## config.mk

```make
export PLATFORM = sky130hd
export DESIGN_NAME = midi_sustain_note_holder_core
export DESIGN_NICKNAME = d
export VERILOG_FILES = /design/src/rtl/nsh_pkg.sv /design/src/rtl/nsh_front.sv /design/src/rtl/nsh_queue.sv /design/src/rtl/nsh_back.sv /design/src/rtl/midi_sustain_note_holder_core.sv
export SDC_FILE = /design/constraint.sdc
export NUM_CORES = 1
export LEC_CHECK = 0
export ABC_AREA = 1
export BUFFER_PORTS_ARGS = -buffer_cell sky130_fd_sc_hd__buf_2
export CELL_PAD_IN_SITES_DETAIL_PLACEMENT = 0
export CELL_PAD_IN_SITES_GLOBAL_PLACEMENT = 1
export CORE_ASPECT_RATIO = 1.4
export CORE_MARGIN = 4
export CORE_UTILIZATION = 48
export CTS_CLUSTER_SIZE = 20
export DETAILED_ROUTE_END_ITERATION = 8
export PLACE_DENSITY_LB_ADDON = 0.15
export SYNTH_ARGS = -nofsm -noshare
export SYNTH_HDL_FRONTEND = slang
export SYNTH_SLANG_ARGS = --single-unit
```

## constraint.sdc

```tcl
create_clock -name clk -period 4.13 [get_ports clk]
set_input_delay 0.6195 -clock clk [delete_from_list [all_inputs] [get_ports clk]]
set_output_delay 0.6195 -clock clk [all_outputs]
set_load 0.01 [all_outputs]
```

## src/rtl/nsh_pkg.sv

```systemverilog
// Shared types, codes and sizes for the sustain note holder.
package nsh_pkg;

  // Slot table size and the widths that follow from it
  localparam int NUM_SLOTS = 16;
  localparam int IDX_W     = (NUM_SLOTS > 1) ? $clog2(NUM_SLOTS) : 1;
  localparam int CNT_W     = $clog2(NUM_SLOTS + 1);

  // Queue between front and back
  localparam int QUEUE_DEPTH = 4;
  localparam int QPTR_W      = $clog2(QUEUE_DEPTH);

  // Pedal controller number and down threshold
  localparam logic [6:0] PEDAL_CTRL   = 7'd64;
  localparam logic [6:0] PEDAL_THRESH = 7'd64;

  // Input command codes
  localparam logic [2:0] CMD_NOTE_ON  = 3'd0;
  localparam logic [2:0] CMD_NOTE_OFF = 3'd1;
  localparam logic [2:0] CMD_CTRL     = 3'd2;
  localparam logic [2:0] CMD_OTHER    = 3'd3;
  localparam logic [2:0] CMD_BOUNDARY = 3'd4;

  // Result kind codes
  localparam logic [1:0] KIND_NOTE_OFF = 2'd1;

  // Channel used for released notes
  localparam logic [4:0] RELEASE_CHANNEL = 5'd1;

  typedef struct packed {
    logic [2:0]  command;
    logic [4:0]  channel;
    logic [6:0]  data_first;
    logic [6:0]  data_second;
    logic [15:0] sample_pos;
    logic        gui_hold;
  } item_t;

  typedef struct packed {
    logic [1:0]  kind;
    logic [4:0]  out_channel;
    logic [6:0]  out_first;
    logic [6:0]  out_second;
    logic [15:0] out_pos;
    logic        last;
    logic [4:0]  held_count;
  } result_t;

  // Classified operation handed from front to back
  typedef enum logic [2:0] {
    OP_PASS,
    OP_PEDAL,
    OP_NOTE_ON,
    OP_NOTE_OFF,
    OP_BOUNDARY
  } op_code_t;

  typedef struct packed {
    op_code_t    op;
    logic [1:0]  kind;
    logic [4:0]  channel;
    logic [6:0]  first;
    logic [6:0]  second;
    logic [15:0] pos;
    logic        flag;   // pedal down for OP_PEDAL, gui hold for OP_BOUNDARY
  } op_t;

endpackage

```

## src/rtl/nsh_front.sv

```systemverilog
// Front end: accepts input transfers and classifies them into queue operations.
module nsh_front (
  input  logic          item_valid,
  input  nsh_pkg::item_t item,
  output logic          item_stall,
  input  logic          q_full,
  output logic          q_push,
  output nsh_pkg::op_t  q_op
);
  import nsh_pkg::*;

  logic known;

  // Hold off the sender while the queue is full
  assign item_stall = q_full;

  // Classify the command; unknown commands are taken and dropped
  always_comb begin
    known      = 1'b1;
    q_op.op    = OP_PASS;
    q_op.kind  = item.command[1:0];
    q_op.channel = item.channel;
    q_op.first = item.data_first;
    q_op.second = item.data_second;
    q_op.pos   = item.sample_pos;
    q_op.flag  = 1'b0;
    case (item.command)
      CMD_NOTE_ON: begin
        q_op.op = (item.data_second != 7'd0) ? OP_NOTE_ON : OP_NOTE_OFF;
      end
      CMD_NOTE_OFF: begin
        q_op.op = OP_NOTE_OFF;
      end
      CMD_CTRL: begin
        if (item.data_first == PEDAL_CTRL) begin
          q_op.op   = OP_PEDAL;
          q_op.flag = (item.data_second >= PEDAL_THRESH);
        end
      end
      CMD_OTHER: begin
        q_op.op = OP_PASS;
      end
      CMD_BOUNDARY: begin
        q_op.op   = OP_BOUNDARY;
        q_op.flag = item.gui_hold;
      end
      default: begin
        known = 1'b0;
      end
    endcase
  end

  assign q_push = item_valid && !item_stall && known;

endmodule

```

## src/rtl/nsh_queue.sv

```systemverilog
// Short operation queue between the front end and the slot engine.
module nsh_queue (
  input  logic         clk,
  input  logic         rst,
  input  logic         push,
  input  nsh_pkg::op_t push_op,
  output logic         full,
  input  logic         pop,
  output nsh_pkg::op_t pop_op,
  output logic         empty
);
  import nsh_pkg::*;

  op_t               entries [QUEUE_DEPTH];
  logic [QPTR_W-1:0] wr_ptr;
  logic [QPTR_W-1:0] rd_ptr;
  logic [QPTR_W:0]   fill;

  assign full   = (fill == (QPTR_W+1)'(QUEUE_DEPTH));
  assign empty  = (fill == '0);
  assign pop_op = entries[rd_ptr];

  // Store pushed operations
  always_ff @(posedge clk) begin
    if (push) begin
      entries[wr_ptr] <= push_op;
    end
  end

  // Advance pointers and fill level
  always_ff @(posedge clk) begin
    if (rst) begin
      wr_ptr <= '0;
      rd_ptr <= '0;
      fill   <= '0;
    end else begin
      if (push) begin
        wr_ptr <= wr_ptr + 1'b1;
      end
      if (pop) begin
        rd_ptr <= rd_ptr + 1'b1;
      end
      if (push && !pop) begin
        fill <= fill + 1'b1;
      end else if (pop && !push) begin
        fill <= fill - 1'b1;
      end
    end
  end

`ifndef ASSERT_OFF
  a_no_push_full: assert property (@(posedge clk) disable iff (rst) full |-> !push)
    else $error("queue pushed while full");
  a_no_pop_empty: assert property (@(posedge clk) disable iff (rst) empty |-> !pop)
    else $error("queue popped while empty");
`endif

endmodule

```

## src/rtl/nsh_back.sv

```systemverilog
// Slot engine: walks the note slot table one slot a cycle and drives results, waiting while a result is stalled.
module nsh_back (
  input  logic            clk,
  input  logic            rst,
  input  logic            q_empty,
  input  nsh_pkg::op_t    q_op,
  output logic            q_pop,
  output logic            result_valid,
  output nsh_pkg::result_t result,
  input  logic            result_stall
);
  import nsh_pkg::*;

  typedef enum logic [0:0] {
    S_IDLE,
    S_RUN
  } state_t;

  localparam logic [IDX_W-1:0] LAST_IDX = IDX_W'(NUM_SLOTS - 1);

  state_t               state;
  op_t                  cur;
  logic [IDX_W-1:0]     idx;
  logic [6:0]           slot_note [NUM_SLOTS];
  logic [NUM_SLOTS-1:0] slot_used;
  logic [NUM_SLOTS-1:0] slot_held;
  logic                 pedal_down;
  logic                 hold_active;
  logic [CNT_W-1:0]     count;

  logic                 can_emit;
  logic                 at_end;
  logic                 slot_free;
  logic                 slot_match;
  logic                 more_held;
  logic [NUM_SLOTS-1:0] above_mask;
  logic [CNT_W-1:0]     count_inc;
  logic [CNT_W-1:0]     count_dec;
  logic                 boundary_hold;

  // Per-slot decode at the scan index
  assign can_emit   = !result_valid || !result_stall;
  assign at_end     = (idx == LAST_IDX);
  assign slot_free  = !slot_used[idx];
  assign slot_match = slot_used[idx] && (slot_note[idx] == cur.first);
  assign count_inc  = count + 1'b1;
  assign count_dec  = count - 1'b1;
  assign q_pop      = (state == S_IDLE) && !q_empty;
  assign boundary_hold = pedal_down || q_op.flag;

  // Mark slots above the scan index, to spot the final release
  always_comb begin
    for (int j = 0; j < NUM_SLOTS; j++) begin
      above_mask[j] = (IDX_W'(j) > idx);
    end
  end
  assign more_held = |(slot_held & above_mask);

  // Sequence operations and hold the result register
  always_ff @(posedge clk) begin
    if (rst) begin
      state        <= S_IDLE;
      idx          <= '0;
      slot_used    <= '0;
      slot_held    <= '0;
      pedal_down   <= 1'b0;
      hold_active  <= 1'b0;
      count        <= '0;
      result_valid <= 1'b0;
    end else begin
      if (result_valid && !result_stall) begin
        result_valid <= 1'b0;
      end
      case (state)
        S_IDLE: begin
          if (!q_empty) begin
            cur <= q_op;
            idx <= '0;
            if (q_op.op == OP_BOUNDARY) begin
              hold_active <= boundary_hold;
              if (!boundary_hold) begin
                state <= S_RUN;
              end
            end else begin
              state <= S_RUN;
            end
          end
        end
        S_RUN: begin
          case (cur.op)
            OP_PASS, OP_PEDAL: begin
              if (can_emit) begin
                if (cur.op == OP_PEDAL) begin
                  pedal_down <= cur.flag;
                end
                result_valid <= 1'b1;
                result <= '{cur.kind, cur.channel, cur.first, cur.second, cur.pos,
                            1'b1, 5'(count)};
                state  <= S_IDLE;
              end
            end
            OP_NOTE_ON: begin
              if (slot_free) begin
                if (can_emit) begin
                  slot_used[idx] <= 1'b1;
                  slot_note[idx] <= cur.first;
                  count          <= count_inc;
                  result_valid   <= 1'b1;
                  result <= '{cur.kind, cur.channel, cur.first, cur.second, cur.pos,
                              1'b1, 5'(count_inc)};
                  state  <= S_IDLE;
                end
              end else if (at_end) begin
                // Table full: pass the note-on unchanged
                if (can_emit) begin
                  result_valid <= 1'b1;
                  result <= '{cur.kind, cur.channel, cur.first, cur.second, cur.pos,
                              1'b1, 5'(count)};
                  state  <= S_IDLE;
                end
              end else begin
                idx <= idx + 1'b1;
              end
            end
            OP_NOTE_OFF: begin
              if (slot_match) begin
                if (hold_active) begin
                  // Swallow the note-off and keep the note sounding
                  slot_held[idx] <= 1'b1;
                  state          <= S_IDLE;
                end else if (can_emit) begin
                  slot_used[idx] <= 1'b0;
                  slot_held[idx] <= 1'b0;
                  count          <= count_dec;
                  result_valid   <= 1'b1;
                  result <= '{cur.kind, cur.channel, cur.first, cur.second, cur.pos,
                              1'b1, 5'(count_dec)};
                  state  <= S_IDLE;
                end
              end else if (at_end) begin
                // No matching slot: pass the note-off unchanged
                if (can_emit) begin
                  result_valid <= 1'b1;
                  result <= '{cur.kind, cur.channel, cur.first, cur.second, cur.pos,
                              1'b1, 5'(count)};
                  state  <= S_IDLE;
                end
              end else begin
                idx <= idx + 1'b1;
              end
            end
            OP_BOUNDARY: begin
              if (slot_held[idx]) begin
                // Release a held note
                if (can_emit) begin
                  slot_used[idx] <= 1'b0;
                  slot_held[idx] <= 1'b0;
                  count          <= count_dec;
                  result_valid   <= 1'b1;
                  result <= '{KIND_NOTE_OFF, RELEASE_CHANNEL, slot_note[idx], 7'd0,
                              16'd0, !more_held, 5'(count_dec)};
                  if (!more_held || at_end) begin
                    state <= S_IDLE;
                  end else begin
                    idx <= idx + 1'b1;
                  end
                end
              end else if (at_end) begin
                state <= S_IDLE;
              end else begin
                idx <= idx + 1'b1;
              end
            end
            default: begin
              state <= S_IDLE;
            end
          endcase
        end
        default: begin
          state <= S_IDLE;
        end
      endcase
    end
  end

`ifndef ASSERT_OFF
  a_count_matches: assert property (@(posedge clk) disable iff (rst)
      count == CNT_W'($countones(slot_used)))
    else $error("occupancy count out of step with used slots");
  a_held_is_used: assert property (@(posedge clk) disable iff (rst)
      (slot_held & ~slot_used) == '0)
    else $error("held slot not occupied");
  a_hold_no_release: assert property (@(posedge clk) disable iff (rst)
      (state == S_RUN && cur.op == OP_BOUNDARY) |-> !hold_active)
    else $error("release scan running while hold is active");
  a_result_holds: assert property (@(posedge clk) disable iff (rst)
      (result_valid && result_stall) |=> (result_valid && $stable(result)))
    else $error("stalled result changed");
`endif

endmodule

```

## src/rtl/midi_sustain_note_holder_core.sv

```systemverilog
// Top level of the sustain note holder: front end, operation queue and slot engine.
//
// Input channel (item_valid / item / item_stall): one MIDI event or block-boundary
// marker per transfer. Unknown commands are taken and dropped.
// Output channel (result_valid / result / result_stall): zero or more results per
// input; result.last marks the final one of each input.
// Order of work: an input is classified into the queue, and the engine takes it from
// the queue head only when idle; a pass-through event or controller then gives its
// result from the output register. Note-on and note-off walk the slot table one slot
// per cycle, waiting at the slot that gives a result while the output is stalled; a
// note-off swallowed under hold gives no result. A boundary with hold on ends as it
// is taken; with hold off it walks the slots up to the last held one (all NUM_SLOTS
// when none is held) and emits one released note-off per held slot.
// A queue of QUEUE_DEPTH operations lets new items be taken while the engine works
// or its result waits; item_stall rises only when that queue is full.
// A stalled result holds in the output register and the engine waits on it.
// Reset (rst, synchronous) empties the queue, frees all slots, clears the pedal
// and hold flags and drops any pending result. No clearing pass is needed.
module midi_sustain_note_holder_core (
  input  logic             clk,
  input  logic             rst,
  input  logic             item_valid,
  input  nsh_pkg::item_t   item,
  output logic             item_stall,
  output logic             result_valid,
  output nsh_pkg::result_t result,
  input  logic             result_stall
);
  import nsh_pkg::*;

  logic q_push;
  logic q_full;
  logic q_pop;
  logic q_empty;
  op_t  push_op;
  op_t  head_op;

  // Classify incoming transfers
  nsh_front u_front (
    .item_valid (item_valid),
    .item       (item),
    .item_stall (item_stall),
    .q_full     (q_full),
    .q_push     (q_push),
    .q_op       (push_op)
  );

  // Buffer classified operations
  nsh_queue u_queue (
    .clk     (clk),
    .rst     (rst),
    .push    (q_push),
    .push_op (push_op),
    .full    (q_full),
    .pop     (q_pop),
    .pop_op  (head_op),
    .empty   (q_empty)
  );

  // Carry out operations over the slot table
  nsh_back u_back (
    .clk          (clk),
    .rst          (rst),
    .q_empty      (q_empty),
    .q_op         (head_op),
    .q_pop        (q_pop),
    .result_valid (result_valid),
    .result       (result),
    .result_stall (result_stall)
  );

endmodule
```

==> metrics.cfg, run 1 <==
[critical_path]
crit_arrival_ns=3.57
cp-end-kind=flop
cp-start-kind=flop
cp_max_fo=45
required_ns=4.30
worstSetupPathType=reg -> reg

[clock_tree]
clock_latency_ns=0.54
cts_sinks=418
cts_tree=done
cts_max_level=2
ctsLongestPathBuffers=3
cts_setup_buffers=0
ctsResizeCount=0
root_buffer=clkbuf_16
holdBufCountCts=0
numCtsBuffers=42
cts.clk_slew.worst_paths_ns=0.06

[yosys]
yosysWarnings=0
netlist_instances=2143
synth_area_mm2=0.0200
synth_xor_xnor_area_share=0.00439
synthAdderAreaFrac=0.00790
synth-simple-area-share=0.200
ys.flop_type=edfxtp_1
synthMuxAreaShare=0
synth_top_family_by_area=simple AND/OR/NAND/NOR gates
syn-mean-instance-area_um2=9.31
syn-num-nets=2198
seq_area_frac_synth=0.600
async_flop_share=0
yosysUniqueCellTypes=32
synth_edf_count=360
synth_compound_area_frac=0.124
ys_ff_latch=418

[routing]
postRouteAntennaNets=0
wl_per_cell_um=19.2
routed_wl_um=53200
drc=0
vias=15400
drt_iter0_markers=1116
vias_per_cell=5.58
first_pass_iters=5

[run_status]
status=finished clean

[power]
irDropWorstVdd_mv=0.403
comb_power_share=0.293
p_seq_frac=0.427
p_switching_mw=4.73
p_sw_frac=0.356
p_total_mw=13.3
leakage_nw=8.25
power_frac_clock=0.280
p_int_mw=8.56
pwr_density_cell_mw_per_mm2=596

[sta]
slew_viol_final=0
rsz0062_at_grt=false
relSlewSlack=0.332
finalWorstPathRequiredPeriod_ns=3.39
max_freq_mhz=295
hold_viol=0
tns_ns=0
period_share=0.821
finalSetupViolations=0
worst_pin_slew_ns=1.00
fin_skew_ns=0.00968

[die]
die_width_um=180
rows=88
core_area_mm2=0.0412
ios=88
die_h_um=249
initial_core_util=0.485
dieArea_mm2=0.0449

[global_routing]
grt_pass1_wl_um=83600
grt_pass1_vias=15200
groute.usage.overall=0.231
grt_overflow=0
grt_max_degree=89
antenna_found_initial=0

[placement]
gp_congestion=0.878
dp.final_hpwl_um=34200
portBuffers=87

[cells_and_area]
antenna_cells=0
final_common_cell=nand2_1
syn_to_final_growth_pct=11.7
layout-drive-gt1-share=0.106
nFillCells=3738
final_cell_mix=496 x nand2_1, 360 x edfxtp_1, 242 x o21ai_0, 219 x nand3_1, 175 x nor2_1
nets=2250

[worst_hold_path]
hold_path_class=in -> reg

[flow_run]
drv_cap=0

## synthesized netlist by cell type (5+ instances only)
master    number  area, um^2
inv_1        173         649
o22ai_1       41         257
nand2_1      497        1870
nand3_1      219        1100
o211ai_1      85         638
edfxtp_1     360       10800
ha_1          11         138
o21ai_0      242        1210
a21oi_1       53         265
inv_2          5        18.8
nand4_1       30         188
o21ai_1        5        25.0
dfxtp_1       58        1160
buf_2         30         150
nor2_1       185         694
or2_2         13        81.3
nor3_1         8        40.0
clkbuf_1      87         327
buf_6          5        56.3
xor2_1         9        78.8
buf_4          6        45.0
## layout make-up
cell class	count	area, um^2	area share
repair buffers	139	838	0.0376
inverters	179	673	0.0302
flip-flops and latches	418	12000	0.537
clock inverters	26	216	0.00971
well taps	540	676	0.0303
multi-input cells	1415	6790	0.305
clock buffers	51	1120	0.0501
## stage by stage
step,instance area [um^2],std cells,setup slack (ns),hold slack [ns],util
after global routing,22300,2768,0.438,0.271,0.541
after detailed placement,21000,2691,0.772,0.439,0.509
after global placement,21000,2691,0.806,0.439,0.509
final,22300,2768,0.737,0.283,0.541
after floorplan,20000,2143,0.666,0.423,-
after CTS,22300,2768,0.750,0.258,0.541
## power by group through the flow
stage               registers [mW]  clock network [mW]  logic (mW)
floorplan                     5.63                   0        2.74
global placement              5.74                   0        3.84
detailed placement            5.75                   0        3.92
CTS                           5.67                3.80        3.93
global route                  5.71                4.00        4.40
finish                        5.67                3.72        3.90
## cell families after synthesis
| group | count (synthesis) |
|---|---|
| compound gates | 436 |
| xor+xnor | 10 |
| fa+ha+maj | 12 |
| buf+inv | 310 |
| flops | 418 |
| simple gates | 957 |
## final timing paths
check | startpoint | end | slack, ns | depth (start not counted)
hold reg to reg | u_back.pedal_down | u_back.pedal_down | 0.45 | 2
setup / recovery | flop | u_back.result[14] | 0.74 | 17
setup reg to reg | flop | u_back.result[14] | 0.74 | 17
hold / removal | item[34] | u_queue.entries[1][34] | 0.28 | 1
## flip-flops by register name, indices dropped and copies added, names as in the netlist, 2 cells and up, named ones only
signal and flops:
u_queue.rd_ptr 2, u_back.cur 41, u_back.idx 4, u_queue.fill 3, u_back.result 43, u_queue.entries 164, u_back.count 5, u_queue.wr_ptr 2
u_back.slot_held 16, u_back.slot_note 112
## worst max-delay path, stage by stage, from the launching register on
cell	delay, ns
dfxtp_2	0.33
buf_4	0.41
buf_4	0.29
nand2_1	0.07
nand3_1	0.08
nand3_1	0.09
nand3_1	0.18
nand2_1	0.11
nand2_1	0.07
nand2_1	0.05
nand2_1	0.06
nor2_1	0.09
nand3_1	0.24
inv_1	0.09
o21ai_0	0.08
nand3_1	0.11
inv_2	0.06
buf_4	0.51
## metal layers
layer / wire length [um] / up-vias / global-route usage
li1: - / 7541 / -
met1: 21300 / 7356 / 0.279
met2: 27200 / 433 / 0.415
met3: 2650 / 108 / 0.0375
met4: 1960 / 0 / 0.0856
met5: 0 / - / 0
Power figures use the tool's default switching activity.
==> run 2, diff against run 1 <==
- CORE_UTILIZATION: 48 -> 44
- clock period: 4.13 -> 2.7 ns (I/O delays scaled with it)
==> run 2 against run 1 <==
  * Worst hold slack worse by 0.22 ns
  * Register-to-register slack worse by 0.66 ns
  * Combinational power is 77% higher
  * Non-clock buffer count is 72 higher
  * Die area is 8.7% higher
  * Largest power group unchanged
  * Utilization is 2.1 points lower
  * Flip-flop and latch count stayed put
  * Critical path type unchanged
  * Routed wire length is 6.4% higher
  * Highest routed layer unchanged
  * Maximum frequency is 29% higher
  * Worst setup slack worse by 0.66 ns
  * Global-route usage is 0.59 points lower
==> metrics.cfg, run 2 (synthesis gave the netlist of run 1 again) <==
[critical_path]
cp-start-kind=flop
cpMostUsedCell=nand3_1
path_delay_family=simple AND/OR/NAND/NOR gates
worstSetupPathType=reg -> reg
required_ns=2.99  ; -1.31 ns
cp_cell_sequence=inv_1 > buf_4 > nand3_1 > nand3_2 > nand2_1 > nand2_1 > nand3_1 > nor2_2 > nand3_2 > inv_2 > o21ai_0 > nand3_1 > clkinvlp_4 > buf_12
cp_max_fo=32  ; -29%
critPathBufInv=5  ; unchanged
crit_arrival_ns=2.91  ; -0.66 ns
cp_slowest_cell=dfxtp_1
cp-end-kind=flop
max_stage_delay_ns=0.35  ; -0.16 ns

[cells_and_area]
final_common_cell=nand2_1
final_cell_mix=489 x nand2_1, 360 x edfxtp_1, 242 x o21ai_0, 204 x nand3_1, 172 x nor2_1
top_register=u_queue.entries
syn_to_final_growth_pct=17.0
antenna_cells=0  ; unchanged
design_area_mm2=0.0233  ; +4.8%
largest_register_ffs=164  ; unchanged
largestRegisters=u_queue.entries (164), u_back.slot_note (112), u_back.result (43)
layout-drive-gt1-share=0.146  ; +0.0392
nFillCells=4047  ; +8.3%
nets=2322  ; +3.2%

[die]
core_area_mm2=0.0449  ; +9.0%
rows=92  ; +4.5%
dieArea_mm2=0.0489  ; +8.7%
die_width_um=188  ; +4.2%
initial_core_util=0.444  ; -0.0401
die_h_um=260  ; +4.3%
ios=88  ; unchanged

[global_routing]
groute.usage.overall=0.225  ; -0.00586
antenna_found_initial=0  ; unchanged
grt_overflow=0  ; unchanged
grt_pass1_wl_um=86600  ; +3.6%
grt_max_degree=78  ; -12%
grt_pass1_vias=15400  ; +0.95%

[run_status]
status=finished clean

[routing]
vias=15700  ; +1.8%
first_pass_iters=5  ; unchanged
drc=0  ; unchanged
drt_iter0_markers=1022  ; -8.4%
routed_wl_um=56600  ; +6.4%
postRouteAntennaNets=0  ; unchanged
vias_per_cell=5.50  ; -1.4%
wl_per_cell_um=19.8  ; +3.0%

[sta]
rsz0062_at_grt=true
hold_viol=0  ; unchanged
max_freq_mhz=381  ; +29%
relSlewSlack=0.530  ; +0.197
finalWorstPathRequiredPeriod_ns=2.63  ; -0.767 ns
worst_pin_slew_ns=0.706  ; -0.295 ns
layout_setup_ws_ns=0.0748  ; -0.663 ns
period_share=0.972  ; +0.151
fin_skew_ns=0.0187  ; +0.00899 ns
slew_viol_final=0  ; unchanged
finalSetupViolations=0  ; unchanged

[placement]
preCtsSetupSlack_ns=0.0170  ; -0.755 ns
dp.final_hpwl_um=37500  ; +9.5%
gp_congestion=0.890  ; +1.4%
portBuffers=87  ; unchanged
placed_area_mm2=0.0218  ; +4.1%

[clock_tree]
cts_max_level=2  ; unchanged
cts_setup_buffers=0  ; unchanged
cts_sinks=418  ; unchanged
numCtsBuffers=42  ; unchanged
ctsLongestPathBuffers=3  ; unchanged
root_buffer=clkbuf_16
cts_tree=done
cts.clk_slew.worst_paths_ns=0.06  ; about the same
clock_latency_ns=0.55  ; about the same

[power]
p_total_mw=21.2  ; +60%
irDropWorstVdd_mv=0.634  ; +57%
leakage_nw=8.75  ; +6.0%
pwr_density_cell_mw_per_mm2=908  ; +52%

[worst_hold_path]
hold_path_class=in -> reg

[flow_run]
drv_cap=0  ; unchanged

## run 2: cell count changes in the layout (fill, tap and decap cells not counted), sizes merged
cell,delta
buf,+69
bufinv,+1
clkbuf,+2
clkinv,-5
clkinvlp,+1
inv,-2
## run 2: per-layer routing
metal,global-route usage,up-vias,share of wire
met5,0,-,0
met4,0.105,0,0.046
met3,0.0395,128,0.053
met2,0.405,424,0.51
met1,0.261,7485,0.39
li1,-,7684,-
## run 2: what timing repair did
action                     CTS  global route
cloned                       0             3
hold buffers                 0             0
gates resized for setup      1            37
setup endpoints to repair    2           242
pin swaps                    0             2
## run 2: area by class of cell
| cell class | count | area [um^2] | area share |
|---|---|---|---|
| inverter | 179 | 684 | 0.0293 |
| timing repair buffer | 211 | 1760 | 0.0753 |
| multi-input combinational | 1415 | 6900 | 0.296 |
| sequential | 418 | 12000 | 0.513 |
| clock buffer | 50 | 1100 | 0.0472 |
| tap | 564 | 706 | 0.0302 |
| clock inverter | 21 | 215 | 0.00922 |
## run 2: worst paths after layout
path | startpoint | endpoint | slack [ns] | depth (start not counted)
setup / recovery | flop | u_back.result[10] | 0.07 | 14
hold / removal | item[35] | u_queue.entries[0][35] | 0.06 | 1
setup reg to reg | flop | u_back.result[10] | 0.07 | 14
hold reg to reg | u_queue.rd_ptr[0] | flop | 0.47 | 1
## run 2: power by group
group	internal, mW	leakage (nW)	total (mW)	switching, mW
sequential	8.11	3.75	8.60	0.494
combinational	2.29	4.37	6.90	4.61
clock	3.29	0.633	5.71	2.42
## run 2: through the flow
stage | hold slack [ns] | utilization | std cells | setup TNS (ns)
global placement | 0.450 | 0.486 | 2784 | 0
floorplan | 0.423 | - | 2143 | -90.14
CTS | 0.0336 | 0.515 | 2855 | 0
global route | 0.0561 | 0.520 | 2858 | -1.77
detailed placement | 0.462 | 0.486 | 2784 | 0
finish | 0.0646 | 0.520 | 2858 | 0
## run 2: worst reg2reg max path, cell delays in order, from the launching register on
cell and delay [ns]:
dfxtp_1 0.35, inv_1 0.33, buf_4 0.20, nand3_1 0.16
nand3_2 0.12, nand2_1 0.09, nand2_1 0.09, nand3_1 0.09
nor2_2 0.17, nand3_2 0.13, inv_2 0.08, o21ai_0 0.07
nand3_1 0.15, clkinvlp_4 0.13, buf_12 0.19
